$ cat src/hdl/tcfm_pkg.sv
`timescale 1ns / 1ps

package tcfm_pkg;

    // phases of a frame on the two-wire bus
    typedef enum logic [3:0] {
        PH_IDLE    = 4'd0,
        PH_START_A = 4'd1,
        PH_START_B = 4'd2,
        PH_WLOW    = 4'd3,
        PH_WHIGH   = 4'd4,
        PH_ALOW    = 4'd5,
        PH_AHIGH   = 4'd6,
        PH_RLOW    = 4'd7,
        PH_RHIGH   = 4'd8,
        PH_MLOW    = 4'd9,
        PH_MHIGH   = 4'd10,
        PH_STOP_A  = 4'd11,
        PH_STOP_B  = 4'd12,
        PH_STOP_C  = 4'd13
    } phase_t;

    // line level bits: clock, data drive enable, data level
    localparam logic [2:0] LV_NONE = 3'b000;
    localparam logic [2:0] LV_SCL  = 3'b100;
    localparam logic [2:0] LV_EN   = 3'b010;
    localparam logic [2:0] LV_SDA  = 3'b001;

    // command bytes captured at frame start
    localparam int CMD_STORE_DEPTH = 4;
    localparam int BITS_PER_BYTE   = 8;

    // register map
    localparam logic REG_PHASE_LENGTH = 1'b0;
    localparam logic [15:0] PHASE_LENGTH_RESET = 16'd25;

    // one tick as seen by the engine
    typedef struct packed {
        logic       start_frame;
        logic       operation;
        logic [7:0] command_byte;
        logic [7:0] address_high;
        logic [7:0] address_low;
        logic [7:0] byte_count;
        logic [7:0] write_data;
        logic       sda_in;
    } tick_in_t;

    // result of one tick
    typedef struct packed {
        logic       scl_level;
        logic       sda_drive_enable;
        logic       sda_level;
        logic       busy_res;
        logic       write_data_taken;
        logic [7:0] read_data;
        logic       read_data_valid;
        logic       ack_missing;
        logic       frame_done;
    } tick_out_t;

endpackage

$ cat src/hdl/two_wire_command_frame_master.sv
`timescale 1ns / 1ps

// channel   direction  ports                         content
// s_        in         s_tvalid s_tready s_tdata     one clock tick with sampled data line
//                      s_tuser                       frame kind
// m_        out        m_tvalid m_tready m_tdata     line levels and status after the tick
// apb       in/out     psel penable pwrite paddr ... phase_length register
//
// One tick is taken every cycle unless m_tready holds the result register; each tick
// gives one result through the input register, then the result register after the frame step logic.
// Reset is synchronous and active low; it idles the bus with both lines high.
// A result that waits on m_tready holds the result register, and the input
// register keeps taking a tick as long as the result register is freed.

module two_wire_command_frame_master
    import tcfm_pkg::*;
#(
    parameter int COMMAND_LENGTH = 4
) (
    input  logic        aclk,
    input  logic        aresetn,
    // tick input
    input  logic        s_tvalid,
    output logic        s_tready,
    // start_frame[0], command_byte[8:1], address_high[16:9], address_low[24:17],
    // byte_count[32:25], write_data[40:33], sda_in[41], zero[47:42]
    input  logic [47:0] s_tdata,
    // operation[0]
    input  logic        s_tuser,
    // tick result
    output logic        m_tvalid,
    input  logic        m_tready,
    // scl_level[0], sda_drive_enable[1], sda_level[2], busy_res[3],
    // write_data_taken[4], read_data[12:5], read_data_valid[13],
    // ack_missing[14], frame_done[15]
    output logic [15:0] m_tdata,
    // configuration
    input  logic        psel,
    input  logic        penable,
    input  logic        pwrite,
    input  logic [2:0]  paddr,
    input  logic [31:0] pwdata,
    output logic [31:0] prdata,
    output logic        pready
);

    logic        in_valid_reg;
    tick_in_t    in_data_reg;
    logic        out_valid_reg;
    tick_out_t   out_data_reg;
    logic [15:0] phase_length_reg;
    logic        out_free;
    logic        step;
    tick_out_t   step_result;
    tick_in_t    in_unpacked;

    // register port
    assign pready = 1'b1;
    assign prdata = (paddr[2] == REG_PHASE_LENGTH) ? {16'd0, phase_length_reg} : 32'd0;

    always_ff @(posedge aclk) begin
        if (!aresetn) begin
            phase_length_reg <= PHASE_LENGTH_RESET;
        end else if (psel && penable && pwrite && paddr[2] == REG_PHASE_LENGTH) begin
            phase_length_reg <= pwdata[15:0];
        end
    end

    // input field unpacking
    assign in_unpacked.start_frame  = s_tdata[0];
    assign in_unpacked.operation    = s_tuser;
    assign in_unpacked.command_byte = s_tdata[8:1];
    assign in_unpacked.address_high = s_tdata[16:9];
    assign in_unpacked.address_low  = s_tdata[24:17];
    assign in_unpacked.byte_count   = s_tdata[32:25];
    assign in_unpacked.write_data   = s_tdata[40:33];
    assign in_unpacked.sda_in       = s_tdata[41];

    // pipeline flow control
    assign out_free = !out_valid_reg || m_tready;
    assign step     = in_valid_reg && out_free;
    assign s_tready = !in_valid_reg || out_free;

    // input register
    always_ff @(posedge aclk) begin
        if (!aresetn) begin
            in_valid_reg <= 1'b0;
        end else if (s_tready) begin
            in_valid_reg <= s_tvalid;
        end
    end

    always_ff @(posedge aclk) begin
        if (s_tvalid && s_tready) begin
            in_data_reg <= in_unpacked;
        end
    end

    tcfm_engine #(
        .COMMAND_LENGTH (COMMAND_LENGTH)
    ) u_engine (
        .aclk         (aclk),
        .aresetn      (aresetn),
        .step         (step),
        .tick         (in_data_reg),
        .phase_length (phase_length_reg),
        .result       (step_result)
    );

    // result register
    always_ff @(posedge aclk) begin
        if (!aresetn) begin
            out_valid_reg <= 1'b0;
        end else if (out_free) begin
            out_valid_reg <= in_valid_reg;
        end
    end

    always_ff @(posedge aclk) begin
        if (step) begin
            out_data_reg <= step_result;
        end
    end

    assign m_tvalid = out_valid_reg;
    assign m_tdata  = {out_data_reg.frame_done,
                       out_data_reg.ack_missing,
                       out_data_reg.read_data_valid,
                       out_data_reg.read_data,
                       out_data_reg.write_data_taken,
                       out_data_reg.busy_res,
                       out_data_reg.sda_level,
                       out_data_reg.sda_drive_enable,
                       out_data_reg.scl_level};

    // a finished frame leaves the bus idle with both lines high
    a_done_idle: assert property (@(posedge aclk) disable iff (!aresetn)
        (out_valid_reg && out_data_reg.frame_done) |->
        (!out_data_reg.busy_res && out_data_reg.scl_level && out_data_reg.sda_level))
        else $error("frame_done without idle bus");

    // a missing acknowledge is always followed by a stop, never ends the frame at once
    a_nack_busy: assert property (@(posedge aclk) disable iff (!aresetn)
        (out_valid_reg && out_data_reg.ack_missing) |->
        (out_data_reg.busy_res && !out_data_reg.scl_level))
        else $error("ack_missing outside a stop sequence");

    // a read byte and a data byte load never share one tick
    a_rx_tx_excl: assert property (@(posedge aclk) disable iff (!aresetn)
        out_valid_reg |-> !(out_data_reg.read_data_valid && out_data_reg.write_data_taken))
        else $error("read and write data in the same tick");

    // an empty result register never blocks the input side
    a_no_bubble: assert property (@(posedge aclk) disable iff (!aresetn)
        !out_valid_reg |-> s_tready)
        else $error("input stalled with empty result register");

endmodule

$ cat src/hdl/tcfm_engine.sv
`timescale 1ns / 1ps

module tcfm_engine
    import tcfm_pkg::*;
#(
    parameter int COMMAND_LENGTH = 4
) (
    input  logic      aclk,
    input  logic      aresetn,
    input  logic      step,
    input  tick_in_t  tick,
    input  logic [15:0] phase_length,
    output tick_out_t result
);

    localparam int CMD_IDX_W = $clog2(COMMAND_LENGTH + 1);
    localparam logic [CMD_IDX_W-1:0] CMD_LAST = CMD_IDX_W'(COMMAND_LENGTH);

    phase_t             phase_reg, phase_next;
    logic [15:0]        timer_reg, timer_next;
    logic [3:0]         bitpos_reg, bitpos_next;
    logic [7:0]         remain_reg, remain_next;
    logic [7:0]         shift_reg, shift_next;
    logic               rx_mode_reg, rx_mode_next;
    logic [2:0]         levels_reg, levels_next;
    logic [CMD_IDX_W-1:0] cmd_idx_reg, cmd_idx_next;
    logic [7:0]         cmd_store [CMD_STORE_DEPTH];

    logic [15:0] plen_eff;
    logic [15:0] timer_dec;
    logic        phase_end;
    logic        go_data;
    logic [3:0]  idx_ext;
    logic [7:0]  next_cmd_byte;

    // zero phase length behaves as one
    assign plen_eff  = (phase_length == 16'd0) ? 16'd1 : phase_length;
    assign timer_dec = (timer_reg != 16'd0) ? timer_reg - 16'd1 : 16'd0;
    assign phase_end = (phase_reg != PH_IDLE) && (timer_dec == 16'd0);

    // command byte after the one just acknowledged, zero past the store
    assign idx_ext       = 4'(cmd_idx_reg + CMD_IDX_W'(1));
    assign next_cmd_byte = (idx_ext < 4'(CMD_STORE_DEPTH)) ? cmd_store[idx_ext[1:0]] : 8'd0;

    // next state and tick result
    always_comb begin
        phase_next   = phase_reg;
        timer_next   = timer_reg;
        bitpos_next  = bitpos_reg;
        remain_next  = remain_reg;
        shift_next   = shift_reg;
        rx_mode_next = rx_mode_reg;
        levels_next  = levels_reg;
        cmd_idx_next = cmd_idx_reg;
        go_data      = 1'b0;
        result       = '0;

        if (phase_reg == PH_IDLE) begin
            if (tick.start_frame) begin
                remain_next  = tick.byte_count;
                rx_mode_next = tick.operation;
                cmd_idx_next = '0;
                bitpos_next  = '0;
                phase_next   = PH_START_A;
                levels_next  = LV_SCL | LV_EN;
                timer_next   = plen_eff;
            end
        end else if (!phase_end) begin
            timer_next = timer_dec;
        end else begin
            timer_next = plen_eff;
            case (phase_reg)
                PH_START_A: begin
                    phase_next  = PH_START_B;
                    levels_next = LV_EN;
                end
                PH_START_B: begin
                    cmd_idx_next = '0;
                    shift_next   = cmd_store[0];
                    bitpos_next  = '0;
                    phase_next   = PH_WLOW;
                    levels_next  = LV_EN | {2'b00, cmd_store[0][7]};
                end
                PH_WLOW: begin
                    phase_next  = PH_WHIGH;
                    levels_next = LV_SCL | LV_EN | {2'b00, shift_reg[7]};
                end
                PH_WHIGH: begin
                    shift_next  = {shift_reg[6:0], 1'b0};
                    bitpos_next = bitpos_reg + 4'd1;
                    if (bitpos_next >= 4'(BITS_PER_BYTE)) begin
                        phase_next  = PH_ALOW;
                        levels_next = LV_SDA;
                    end else begin
                        phase_next  = PH_WLOW;
                        levels_next = LV_EN | {2'b00, shift_next[7]};
                    end
                end
                PH_ALOW: begin
                    phase_next  = PH_AHIGH;
                    levels_next = LV_SCL | LV_SDA;
                end
                PH_AHIGH: begin
                    if (tick.sda_in) begin
                        result.ack_missing = 1'b1;
                        phase_next  = PH_STOP_A;
                        levels_next = LV_EN;
                    end else if (cmd_idx_reg < CMD_LAST) begin
                        cmd_idx_next = cmd_idx_reg + CMD_IDX_W'(1);
                        if (cmd_idx_next < CMD_LAST) begin
                            shift_next  = next_cmd_byte;
                            bitpos_next = '0;
                            phase_next  = PH_WLOW;
                            levels_next = LV_EN | {2'b00, next_cmd_byte[7]};
                        end else begin
                            go_data = 1'b1;
                        end
                    end else begin
                        remain_next = remain_reg - 8'd1;
                        go_data     = 1'b1;
                    end
                end
                PH_RLOW: begin
                    phase_next  = PH_RHIGH;
                    levels_next = LV_SCL | LV_SDA;
                end
                PH_RHIGH: begin
                    shift_next  = {shift_reg[6:0], tick.sda_in};
                    bitpos_next = bitpos_reg + 4'd1;
                    if (bitpos_next >= 4'(BITS_PER_BYTE)) begin
                        result.read_data_valid = 1'b1;
                        result.read_data       = shift_next;
                        remain_next = remain_reg - 8'd1;
                        phase_next  = PH_MLOW;
                        levels_next = LV_EN | ((remain_next == 8'd0) ? LV_SDA : LV_NONE);
                    end else begin
                        phase_next  = PH_RLOW;
                        levels_next = LV_SDA;
                    end
                end
                PH_MLOW: begin
                    phase_next  = PH_MHIGH;
                    levels_next = levels_reg | LV_SCL;
                end
                PH_MHIGH: begin
                    go_data = 1'b1;
                end
                PH_STOP_A: begin
                    phase_next  = PH_STOP_B;
                    levels_next = LV_SCL | LV_EN;
                end
                PH_STOP_B: begin
                    phase_next  = PH_STOP_C;
                    levels_next = LV_SCL | LV_EN | LV_SDA;
                end
                default: begin
                    result.frame_done = 1'b1;
                    phase_next  = PH_IDLE;
                    levels_next = LV_SCL | LV_EN | LV_SDA;
                end
            endcase

            // next data byte, or the stop once the count is used up
            if (go_data) begin
                if (remain_next == 8'd0) begin
                    phase_next  = PH_STOP_A;
                    levels_next = LV_EN;
                end else if (rx_mode_reg) begin
                    shift_next  = '0;
                    bitpos_next = '0;
                    phase_next  = PH_RLOW;
                    levels_next = LV_SDA;
                end else begin
                    result.write_data_taken = 1'b1;
                    shift_next  = tick.write_data;
                    bitpos_next = '0;
                    phase_next  = PH_WLOW;
                    levels_next = LV_EN | {2'b00, tick.write_data[7]};
                end
            end
        end

        result.scl_level        = levels_next[2];
        result.sda_drive_enable = levels_next[1];
        result.sda_level        = levels_next[0];
        result.busy_res         = (phase_next != PH_IDLE);
    end

    // frame state
    always_ff @(posedge aclk) begin
        if (!aresetn) begin
            phase_reg   <= PH_IDLE;
            timer_reg   <= '0;
            bitpos_reg  <= '0;
            remain_reg  <= '0;
            shift_reg   <= '0;
            rx_mode_reg <= 1'b0;
            levels_reg  <= LV_SCL | LV_EN | LV_SDA;
            cmd_idx_reg <= '0;
        end else if (step) begin
            phase_reg   <= phase_next;
            timer_reg   <= timer_next;
            bitpos_reg  <= bitpos_next;
            remain_reg  <= remain_next;
            shift_reg   <= shift_next;
            rx_mode_reg <= rx_mode_next;
            levels_reg  <= levels_next;
            cmd_idx_reg <= cmd_idx_next;
        end
    end

    // command bytes, written when a frame starts
    always_ff @(posedge aclk) begin
        if (step && phase_reg == PH_IDLE && tick.start_frame) begin
            cmd_store[0] <= tick.command_byte;
            cmd_store[1] <= tick.address_high;
            cmd_store[2] <= tick.address_low;
            cmd_store[3] <= tick.byte_count;
        end
    end

endmodule

$ cat config.mk
export PLATFORM = sky130hd
export DESIGN_NAME = two_wire_command_frame_master
export DESIGN_NICKNAME = d
export VERILOG_FILES = /design/src/hdl/tcfm_pkg.sv /design/src/hdl/two_wire_command_frame_master.sv /design/src/hdl/tcfm_engine.sv
export SDC_FILE = /design/constraint.sdc
export NUM_CORES = 1
export LEC_CHECK = 0
export ABC_AREA = 0
export BUFFER_PORTS_ARGS = -buffer_cell sky130_fd_sc_hd__buf_2
export CORE_ASPECT_RATIO = 1.4
export CORE_MARGIN = 2
export CORE_UTILIZATION = 40
export DETAILED_ROUTE_END_ITERATION = 10
export HOLD_SLACK_MARGIN = 0.08
export PLACE_DENSITY = 0.63
export SYNTH_ARGS = -nofsm -noshare
export SYNTH_HDL_FRONTEND = slang
export SYNTH_SLANG_ARGS = --single-unit
export TNS_END_PERCENT = 10
$ cat constraint.sdc
create_clock -name aclk -period 2.7 [get_ports aclk]
set_input_delay 0.675 -clock aclk [delete_from_list [all_inputs] [get_ports aclk]]
set_output_delay 0.675 -clock aclk [all_outputs]
set_load 0.05 [all_outputs]
# [Yosys cells after proc, flatten, opt, wreduce, memory -nomap -nowiden]
# Memory sizes are Yosys's and may differ from the RTL's.
# Index checks and enable logic that the tools add are counted.
[totals] ramBits=32 wordCells=170 mem_bits_ro=0 n_memories=1 reg_bits=124 latch_bits=0 out_inout_bits=51
[mem_list] name="u_engine.cmd_store" depth=4 width=8 rd=2 rd_ports_with_merged_regs=0 wr=4 line_no="tcfm_engine.sv:27" rtl="logic [7:0] cmd_store [CMD_STORE_DEPTH];"
[classes] n_reduce_logical=35 n_bitwise=7 shifts=0 eq_ne=15 n_mul=0 order_cmp=4 addsub=5 mux=75 div_mod_pow=0
[ops] operator="$mux W8" n=15
[ops] operator="$mux W16" n=6
[ops] operator="$mux W4" n=17
[ops] operator="$mux W3" n=16
[ops] operator="$pmux W4 S12" n=1
[ops] operator="$logic_not A16 Y1" n=2
[ops] operator="$pmux W8 S4" n=1
[ops] operator="$pmux W3 S10" n=1
[ops] operator="$eq A4 B4 Y1 const B" n=5
[ops] operator="$eq A4 B3 Y1 const B" n=4
[ops] operator="$logic_not A8 Y1" n=2
[ops] operator="$pmux W8 S2" n=1
[ops] operator="$reduce_bool A16 Y1" n=1
[ops] operator="$sub A16 B1 Y16 const B" n=1
[ops] operator="$mux W1" n=12
[ops] operator="$pmux W4 S3" n=1
[ops] operator="$reduce_or A12 Y1" n=1
[ops] operator="$reduce_and A3 Y1" n=3
[ops] operator="$eq A4 B2 Y1 const B" n=2
[ops] operator="$logic_and A1 B1 Y1" n=8
[ops] operator="$reduce_bool A4 Y1" n=2
[ops] operator="$reduce_or A4 Y1" n=2
[ops] operator="$sub A8 B1 Y8 const B" n=1
[ops] operator="$not A1 Y1" n=7
[ops] operator="other kinds (22)" n=29

# [Depth between registers and ports, before layout]
# Gate-level depths: netlist of run 1.
[depth] ltp_word=12 depth_mapped=11 ltp_nobuf=10

# [Cells and area by module]
# Synthesis of run 1 repeated with hierarchy kept, for this count alone.
[unflattened] hier_cells=738 area_unflattened_um2=7787.5
[by_module_without_submodules] module="tcfm_engine" cells_each=563 area_per_inst_um2=5004.8 n_inst=1
[by_module_without_submodules] module="two_wire_command_frame_master" cells_each=175 area_per_inst_um2=2782.7 n_inst=1

# [Worst setup path before layout of run 1]
# Ideal clock, no wire load.
[synth_path] kind="flip-flop to flip-flop" from="register u_engine.timer_reg[2]" to="register u_engine.bitpos_reg[2]" n_path_buf=3 t_required_ns=2.583 path_stages_with_launch=11 setup_slack_ns=-0.304 arrival_time_ns=2.886 cell_sequence="dfxtp_1 > buf_6 > or4_1 > buf_2 > or4_1 > xor2_1 > a41oi_1 > o31ai_2 > buf_2 > nand2_1 > a32o_1"
[synth_between] elab_chain_len=6 elab_cells_between_ends=7 classes_between="1 x add/sub; 1 x mux; 5 x reduce/logical"
[synth_lines] element="from (decl)" line_no="tcfm_engine.sv:20" rtl="logic [15:0] timer_reg, timer_next;"
[synth_lines] element="from (signal assigned)" line_no="tcfm_engine.sv:202" rtl="timer_reg <= timer_next;"
[synth_lines] element="$sub A16 B1 Y16 / $reduce_bool A16 Y1 (equally long branches)" line_no="tcfm_engine.sv:38" rtl="assign timer_dec = (timer_reg != 16'd0) ? timer_reg - 16'd1 : 16'd0;"
[synth_lines] element="$mux W16 *" line_no="tcfm_engine.sv:38"
[synth_lines] element="$logic_not A16 Y1 *" line_no="tcfm_engine.sv:39" rtl="assign phase_end = (phase_reg != PH_IDLE) && (timer_dec == 16'd0);"
[synth_lines] element="$logic_and A1 B1 Y1 *" line_no="tcfm_engine.sv:39"
[synth_lines] element="$reduce_bool A2 Y1 (no line) *"
[synth_lines] element="$reduce_and A3 Y1 (no line) *"
[synth_lines] element="to (signal assigned)" line_no="tcfm_engine.sv:203" rtl="bitpos_reg <= bitpos_next;"
[synth_lines] element="to (decl)" line_no="tcfm_engine.sv:21" rtl="logic [3:0] bitpos_reg, bitpos_next;"
# Every way passes the cells marked *; elsewhere a longest branch is shown, timed or not.
# A chain may end at the register's enable or synchronous reset.

==> run_results.csv, run 1 <==
group,metric,value,unit
sta,worst_rel_slew_slack,0.331,
die,num_io_pins,142,
cts,later_pin_clock_latency_in_the_skew_report,0.44,ns
worst_hold_path,timing.hold.worst_path_depth,1,
pwr,power_per_cell_area,624,nW/um^2
logic_synthesis,dominantRegCellSynth,"edfxtp_1",
pwr,power.leakage,0.00390,uW
cts,cts-root-buf,"clkbuf_16",
route,wl,20.9,mm
route,ant_nets,0,
setup_path,critical_path.max_fanout,3,
worst_hold_path,hold_critical_path_endpoint,"in_data_reg[22]",
final_layout,instances_no_fill,1205,
route,wl_per_cell,17.4,um
cts,cts_num_sinks,156,
global_route,antenna_found_initial,0,
outcome,failed_checks,"negative setup slack",
route,drt-pass1-iter-count,6,
placement,detailed_place_hpwl,15.0,mm
sta,fmax,358,MHz
pwr,total_power,6190,uW
run,timing.max_cap.violations,0,
cts,numCtsBuffers,17,
cts,clk_path_buf_depth,2,
worst_hold_path,worst_hold_path_type,"input port to flop",
die,fp.coreArea,19300,um^2
cts,cts.reportedPaths.clkPinSlew,0.07,ns
sta,unrepaired_setup_endpoints_after_global_routing,"yes",
sta,drv_slew,0,
setup_path,r2r-start,"u_engine.timer_reg[2]",
setup_path,worst_reg_to_reg_setup_slack,-0.1,ns
logic_synthesis,ys_seq_elements,156,
global_route,groute.usage.overall,0.207,
final_layout,largest_register_ff_count,43,
sta,layout_min_cycle_time,2.80,ns
global_route,grt_max_degree,44,
logic_synthesis,yosysSeqAreaShare,0.511,
global_route,grt_first_pass_wirelength,33.5,mm
logic_synthesis,netlist-cell-type-count,69,
final_layout,area_delta_synth_final,25.6,%
sta,min_period_over_period,1.04,
placement,gp_congestion,0.941,
final_layout,most_common_cell_after_layout_fill_and_taps_aside,"buf_2",
pwr,ir_worst_vdd,0.447,mV
logic_synthesis,syn_area_per_cell,10.0,um^2
sta,setup_viol,15,
logic_synthesis,syn-cell-area,7890,um^2
sta,timing_worst_slew_pin_value,1.00,ns
setup_path,endpoint_kind,"flop",
cts,h-tree-depth,4,
setup_path,worst-endpoint-required,2.86,ns
final_layout,n_antenna_cell,0,
placement,placed_area,9200,um^2
placement,port-buffer-count,100,
cts,cts_tree,"yes",
cts,post_cts_hold_buffer_count,0,
setup_path,timing.setup.critical_path_class,"flop to flop",
logic_synthesis,synth_warnings,0,
final_layout,layout.nets,1041,
logic_synthesis,synth_enable_flop_cells,91,
die,die_area,20900,um^2
final_layout,mostFrequentLayoutCells,"buf_2 (100), edfxtp_1 (91), buf_4 (88), nand2_1 (87), dfxtp_1 (64)",
global_route,number_of_global_route_vias_before_repair,6500,
sta,hold_viol,0,
logic_synthesis,synthCells,789,
route,routed_via_density,5.57,
die,fp.dieW,123,um
sta,skew,0.0113,ns
setup_path,critPathLaunchType,"flop",
global_route,total_global_routing_overflow,0,
setup_path,regToRegEndpoint,"m_tdata[3]",
route,first_iter_violations,492,
final_layout,drive_gt1_frac,0.288,
route,drcViolationCount,0,
route,vias,6710,
outcome,status,"finished with violations",
final_layout,post-route-cell-area,9910,um^2
setup_path,worst_r2r_path_depth,8,
setup_path,worstPathArrival,2.95,ns
worst_hold_path,hold_path.startpoint,"s_tdata[22]",
placement,placed_cells_incl_taps,1173,
die,row_count,60,
logic_synthesis,async_reset_ff_frac,0,
die,height_of_the_chip,170,um
die,initial_utilization,0.409,
sta,layout_setup_ws,-0.0952,ns
==> metal layers <==
layer  wire (um)  part of all wire  vias to the layer above  track usage
met5           0                 0                        -            0
met4         614             0.029                        0       0.0945
met3        1050             0.050                       41       0.0365
met2       10400              0.50                      233        0.347
met1        8870              0.42                     3160        0.257
li1            -                 -                     3276            -
==> worst max path at each step <==
stage	endpoint	from	cells after the start
floorplan	u_engine.bitpos_reg[2]	u_engine.timer_reg[2]	10
global placement	m_tdata[3]	u_engine.timer_reg[2]	8
detailed placement	u_engine.phase_reg[0]	u_engine.timer_reg[2]	10
global route	u_engine.timer_reg[11]	u_engine.timer_reg[2]	8
finish	m_tdata[3]	u_engine.timer_reg[2]	8
CTS	u_engine.timer_reg[11]	u_engine.timer_reg[2]	8
==> critical path, cell delays in order, from the launching register on <==
cell and delay (ns):
dfxtp_2 0.32, or4_4 0.56, or4_4 0.47, xor2_4 0.21, a41oi_2 0.20, buf_4 0.20, o31a_1 0.22, a31oi_1 0.18
nand4_1 0.15
==> synthesized netlist by cell type (14+ instances only) <==
library cell | count | area, um^2
dfxtp_1 | 65 | 1300
nand3_1 | 30 | 150
nand2_1 | 88 | 330
nor2_1 | 42 | 158
buf_4 | 18 | 135
a21oi_1 | 54 | 270
o21ai_0 | 38 | 190
edfxtp_1 | 91 | 2730
nor3_1 | 24 | 120
nor2b_1 | 22 | 138
o31ai_1 | 15 | 113
clkbuf_1 | 45 | 169
inv_1 | 14 | 52.6
nor4_1 | 16 | 100
==> through the flow <==
| stage | hold slack [ns] | worst slack (ns) | TNS (ns) | utilization |
|---|---|---|---|---|
| floorplan | 0.400 | -0.169 | -6.47 | - |
| global placement | 0.402 | -0.0786 | -0.376 | 0.477 |
| detailed placement | 0.405 | -0.0950 | -1.21 | 0.477 |
| CTS | 0.392 | -0.0899 | -0.988 | 0.510 |
| global route | 0.392 | -0.170 | -3.97 | 0.514 |
| finish | 0.406 | -0.0952 | -0.509 | 0.514 |
==> where the power goes <==
group | total [uW] | switching, uW | leakage (uW) | internal [uW]
Sequential | 2670 | 54.2 | 0.00138 | 2620
Clock | 2470 | 1070 | 0.000295 | 1400
Combinational | 1050 | 640 | 0.00222 | 410
==> logic make-up after synthesis <==
kind of cell	synth area share
AND/OR/NAND/NOR	0.185
AO/OA/AOI/OAI	0.182
flip-flops	0.511
buffers and inverters	0.0544
multiplexers	0.0423
XOR/XNOR	0.0155
adder cells (fa/ha/maj)	0.00951
other	0.000952
==> timing repair <==
item                       in CTS  in global routing
setup buffers                   0                  0
gates resized for setup        11                 21
setup endpoints to repair      38                 59
gates cloned                    0                  0
pin swaps                       2                  6
==> layout make-up <==
cell class | count | area (um^2)
Inverter | 15 | 56.3
Tap cell | 248 | 310
Multi-Input combinational cell | 559 | 3630
Clock inverter | 15 | 176
Sequential cell | 156 | 4040
Timing Repair Buffer | 195 | 1270
Clock buffer | 17 | 425
Fill cell | 1786 | 9380
No activity file was read; power rests on OpenSTA's default activity.
==> inputs of run 2 (changes only) <==
- CORE_ASPECT_RATIO: 1.4 -> unset
- CORE_UTILIZATION: 40 -> 51
- PLACE_DENSITY: 0.63 -> 0.77
==> run_results.csv, run 2 (same netlist as run 1, synthesis figures left out) <==
group,metric,value,unit
route,wl,20.2,mm
setup_path,cp_cell_sequence,"or4_4 > or4_4 > xor2_2 > a41o_1 > a31oi_4 > buf_6 > buf_6 > mux2i_1 > o22ai_1",
run,timing.max_cap.violations,0,
die,die_area,16500,um^2
cts,cts-root-buf,"clkbuf_16",
final_layout,regArea,4030,um^2
route,ant_nets,0,
setup_path,timing.setup.critical_path_class,"flop to flop",
setup_path,critical_path.top_delay_family,"simple AND/OR/NAND/NOR gates",
final_layout,drive_gt1_frac,0.278,
sta,timing_worst_slew_pin_value,0.989,ns
placement,gp_congestion,0.989,
placement,port-buffer-count,100,
sta,skew,0.00863,ns
final_layout,largest_register_ff_count,43,
sta,layout_setup_ws,-0.0315,ns
cts,cts_num_sinks,156,
final_layout,post-route-cell-area,9780,um^2
final_layout,final.fill_count,1191,
sta,hold_viol,0,
die,fp.coreArea,15100,um^2
final_layout,most_common_cell_after_layout_fill_and_taps_aside,"buf_2",
global_route,groute.usage.overall,0.250,
pwr,ir_worst_vdd,0.478,mV
final_layout,n_antenna_cell,0,
sta,setup_viol,5,
sta,fmax,366,MHz
setup_path,endpoint_kind,"flop",
outcome,failed_checks,"negative setup slack",
route,drt-pass1-iter-count,6,
pwr,power.leakage,0.00386,uW
worst_hold_path,worst_hold_path_type,"flop to flop",
global_route,total_global_routing_overflow,0,
cts,h-tree-depth,4,
die,fp.dieW,128,um
placement,placed_area,9040,um^2
route,routed_via_density,6.04,
cts,cts_tree,"yes",
route,vias,6867,
setup_path,critical_path.max_fanout,7,
setup_path,worst_reg_to_reg_setup_slack,-0.03,ns
cts,post_cts_hold_buffer_count,0,
worst_hold_path,timing.hold.worst_path_depth,0,
setup_path,critPathLaunchType,"flop",
route,wl_per_cell,17.7,um
sta,min_period_over_period,1.01,
die,initial_utilization,0.521,
cts,later_pin_clock_latency_in_the_skew_report,0.43,ns
global_route,number_of_global_route_vias_before_repair,6211,
global_route,grt_max_degree,44,
setup_path,worstPathArrival,3.05,ns
cts,clk_path_buf_depth,2,
setup_path,r2r-start,"u_engine.timer_reg[5]",
global_route,grt_first_pass_wirelength,31.9,mm
route,first_iter_violations,1007,
worst_hold_path,hold_path.startpoint,"in_data_reg[26]",
sta,layout_min_cycle_time,2.73,ns
setup_path,worst_r2r_path_depth,9,
sta,drv_slew,0,
setup_path,slowest_library_cell_on_the_worst_path,"or4_4",
cts,cts.reportedPaths.clkPinSlew,0.07,ns
cts,numCtsBuffers,17,
final_layout,mostFrequentLayoutCells,"buf_2 (100), edfxtp_1 (91), nand2_1 (87), buf_4 (78), dfxtp_1 (65)",
die,height_of_the_chip,128,um
pwr,power_per_cell_area,625,nW/um^2
setup_path,slowest_delay,0.56,ns
final_layout,multiInputGateArea,3640,um^2
sta,finalSetupTns,-0.0577,ns
sta,unrepaired_setup_endpoints_after_global_routing,"yes",
sta,worst_rel_slew_slack,0.341,
setup_path,worst-endpoint-required,3.02,ns
die,num_io_pins,142,
final_layout,area_delta_synth_final,23.9,%
setup_path,regToRegEndpoint,"u_engine.timer_reg[3]",
placement,detailed_place_hpwl,14.1,mm
final_layout,layout.nets,1032,
worst_hold_path,hold_critical_path_endpoint,"u_engine.cmd_store[1][1]",
outcome,status,"finished with violations",
route,drcViolationCount,0,
global_route,antenna_found_initial,0,
setup_path,critical_path.n_buffers_inverters,2,
die,row_count,45,
## run 2: metrics by stage
stage	power (uW)	util	cells	hold slack, ns	setup WS, ns
after floorplan	3380	-	804	0.400	-0.169
after global placement	3690	0.597	1099	0.403	-0.0573
after detailed placement	3710	0.597	1099	0.405	-0.106
after CTS	6110	0.640	1135	0.402	-0.0478
after global routing	6330	0.646	1136	0.398	-0.115
final	6120	0.646	1136	0.413	-0.0315
## run 2: metal layers
metal / track usage / wire length, um / vias up
li1: - / - / 3247
met1: 0.352 / 8400 / 3174
met2: 0.368 / 9070 / 390
met3: 0.0649 / 2100 / 56
met4: 0.108 / 583 / 0
met5: 0 / 0 / -
## run 2: worst register-to-register path, stage by stage (launching register included)
cell and delay [ns]:
dfxtp_1 0.31, or4_4 0.56, or4_4 0.44, xor2_2 0.17, a41o_1 0.24, a31oi_4 0.28
buf_6 0.18, buf_6 0.13, mux2i_1 0.21, o22ai_1 0.09
## run 2: area by class of cell
class	instances	share of cell area
inverter	15	0.00576
timing repair buffer	186	0.125
sequential	156	0.412
clock inverter	15	0.0174
tap	188	0.0241
clock buffer	17	0.0435
multi-input combinational	559	0.372
## run 2: what timing repair did
item,in CTS,in global routing
endpoints found under the setup margin,16,49
pin swaps,5,4
gates resized for setup,9,20
endpoints found under the hold margin,0,0
buffers inserted,4,1
## run 2: worst max path at each step
stage                                startpoint                      to  cells after the start
final                     u_engine.timer_reg[5]   u_engine.timer_reg[3]                      9
after global routing      u_engine.timer_reg[5]   u_engine.timer_reg[3]                      9
after CTS                 u_engine.timer_reg[5]              m_tdata[2]                      9
after detailed placement  u_engine.timer_reg[2]  u_engine.remain_reg[3]                      8
after global placement    u_engine.timer_reg[2]   u_engine.timer_reg[2]                      8
after floorplan           u_engine.timer_reg[2]  u_engine.bitpos_reg[2]                     10
## run 2: power breakdown
| group | internal [uW] | leakage [uW] | switching [uW] | total [uW] |
|---|---|---|---|---|
| Clock | 1320 | 0.000286 | 1070 | 2390 |
| Sequential | 2620 | 0.00138 | 55.3 | 2670 |
| Combinational | 412 | 0.00220 | 642 | 1050 |
| Total | 4350 | 0.00386 | 1770 | 6120 |
==> inputs of run 3 (changes only) <==
- ABC_AREA: 0 -> 1
==> run_results.csv, run 3 <==
group,metric,value,unit
logic_synthesis,yosysTopAreaCell,"edfxtp_1",
outcome,status,"finished clean",
sta,fmax,394,MHz
final_layout,n_antenna_cell,0,
cts,numCtsBuffers,17,
sta,hold_viol,0,
cts,cts_tree,"yes",
placement,gp_congestion,0.968,
logic_synthesis,syn-cell-area,8180,um^2
pwr,power_per_cell_area,693,nW/um^2
placement,port-buffer-count,100,
setup_path,timing.setup.critical_path_class,"flop to flop",
logic_synthesis,syn_area_per_cell,7.87,um^2
cts,cts.reportedPaths.clkPinSlew,0.07,ns
cts,cts_num_sinks,156,
setup_path,worstPathArrival,2.72,ns
cts,post_cts_hold_buffer_count,0,
route,drt-pass1-iter-count,5,
die,row_count,46,
die,fp.dieW,131,um
route,first_iter_violations,740,
logic_synthesis,yosysSeqAreaShare,0.493,
global_route,total_global_routing_overflow,0,
logic_synthesis,synthDominantCellAreaShare,0.334,
global_route,antenna_found_initial,0,
die,die_area,17100,um^2
logic_synthesis,async_reset_ff_frac,0,
final_layout,most_common_cell_after_layout_fill_and_taps_aside,"nand2_1",
sta,skew,0.0111,ns
final_layout,area_delta_synth_final,18.0,%
global_route,grt_max_degree,44,
final_layout,regArea,4030,um^2
pwr,ir_worst_vdd,0.440,mV
pwr,power.leakage,0.00437,uW
run,timing.max_cap.violations,0,
logic_synthesis,synth.most_common_cell,"nand2_1",
logic_synthesis,ys_top_cells_by_area,"edfxtp_1 (33%), dfxtp_1 (16%), nand2_1 (13%)",
route,vias,7270,
sta,layout_setup_ws,0.165,ns
global_route,number_of_global_route_vias_before_repair,6638,
logic_synthesis,dominantRegCellSynth,"edfxtp_1",
global_route,groute.usage.overall,0.242,
setup_path,endpoint_kind,"flop",
logic_synthesis,synth_enable_flop_cells,91,
sta,setup_viol,0,
final_layout,multiInputGateArea,3500,um^2
sta,unrepaired_setup_endpoints_after_global_routing,"no",
placement,pre_cts_ws,0.167,ns
cts,later_pin_clock_latency_in_the_skew_report,0.44,ns
logic_synthesis,netlist-cell-type-count,45,
placement,detailed_place_hpwl,14.1,mm
logic_synthesis,synthCells,1039,
logic_synthesis,ys_seq_elements,156,
die,height_of_the_chip,131,um
sta,finalSetupTns,0,ns
setup_path,worst-endpoint-required,2.89,ns
route,wl_per_cell,14.3,um
route,drcViolationCount,0,
final_layout,largest_register_ff_count,43,
die,fp.coreArea,15800,um^2
final_layout,mostFrequentLayoutCells,"nand2_1 (272), nor2_1 (138), inv_1 (116), buf_2 (100), edfxtp_1 (91)",
global_route,grt_first_pass_wirelength,32.1,mm
route,ant_nets,0,
route,wl,19.8,mm
worst_hold_path,worst_hold_path_type,"input port to flop",
setup_path,critical_path.max_fanout,9,
final_layout,final.fill_count,1379,
die,initial_utilization,0.519,
final_layout,drive_gt1_frac,0.187,
sta,min_period_over_period,0.939,
route,routed_via_density,5.25,
logic_synthesis,synth_warnings,0,
cts,cts-root-buf,"clkbuf_16",
sta,drv_slew,0,
cts,clk_path_buf_depth,2,
sta,layout_min_cycle_time,2.54,ns
sta,timing_worst_slew_pin_value,0.643,ns
cts,h-tree-depth,4,
setup_path,critPathLaunchType,"flop",
die,num_io_pins,142,
logic_synthesis,synth.cells.most_frequent,"nand2_1 (273), nor2_1 (141), inv_1 (116)",
sta,worst_rel_slew_slack,0.571,
final_layout,layout.nets,1254,
==> run 3: cell count changes in the layout (fill, tap and decap cells not counted), sizes merged, moves of 13 or more <==
| cell | before | now |
|---|---|---|
| a31oi | 14 | 1 |
| buf | 186 | 135 |
| inv | 23 | 128 |
| nand2 | 88 | 288 |
| nand3 | 30 | 90 |
| nor2 | 42 | 150 |
| nor2b | 22 | 0 |
| nor3 | 24 | 3 |
| o21ai | 38 | 56 |
| o31ai | 16 | 1 |
==> run 3: worst paths after layout <==
kind	start	endpoint	slack, ns	depth (start not counted)
setup / recovery	u_engine.timer_reg[4]	m_tdata[2]	0.16	12
hold / removal	s_tdata[4]	in_data_reg[36]	0.41	1
setup reg to reg	u_engine.timer_reg[4]	m_tdata[2]	0.16	12
hold reg to reg	in_data_reg[24]	u_engine.cmd_store[2][7]	0.42	0
==> run 3: metrics by stage <==
stage	hold WS, ns	total power (uW)	cell area (um^2)	instances	util
final	0.410	6680	9650	1386	0.612
after global routing	0.397	7000	9650	1386	0.612
after floorplan	0.400	3870	8240	1054	-
after global placement	0.404	4210	8940	1346	0.567
after detailed placement	0.405	4230	8940	1346	0.567
after CTS	0.392	6630	9550	1378	0.605
==> run 3: cell families after synthesis <==
family | synth area share
flops | 0.493
fa+ha+maj | 0.00918
xor+xnor | 0.00642
other cells | 0.000918
compound gates | 0.103
buf+inv | 0.0919
simple gates | 0.296
==> run 3: power breakdown <==
group | internal (uW) | switching [uW]
clock | 1260 | 1140
combinational | 501 | 1060
sequential | 2640 | 83.6
total | 4400 | 2280
==> run 3: final cells by class <==
class / count / area share
sequential: 156 / 0.418
multi-input combinational: 728 / 0.363
timing repair buffer: 135 / 0.0817
inverter: 119 / 0.0463
clock buffer: 17 / 0.0441
tap: 216 / 0.0280
clock inverter: 15 / 0.0189
==> run 3: worst max-delay path, stage by stage, from the launching register on <==
cell	delay (ns)
dfxtp_1	0.37
nor2_2	0.22
nand2_1	0.14
nor2_4	0.17
nand2_4	0.13
buf_4	0.16
nand3_2	0.10
nand2_1	0.06
nor2_1	0.13
nand2_1	0.16
nor3_4	0.32
nand3_1	0.16
and2_1	0.17
==> run 3: metal layers <==
layer,part of all wire,global-route usage,up-vias
li1,-,-,3615
met1,0.45,0.332,3343
met2,0.46,0.370,267
met3,0.065,0.0505,45
met4,0.031,0.112,0
met5,0,0,-
==> run 3: repair_timing <==
item,4_1_cts,5_1_grt
resized for setup,0,9
buffers inserted,0,7
setup endpoints to repair,0,15
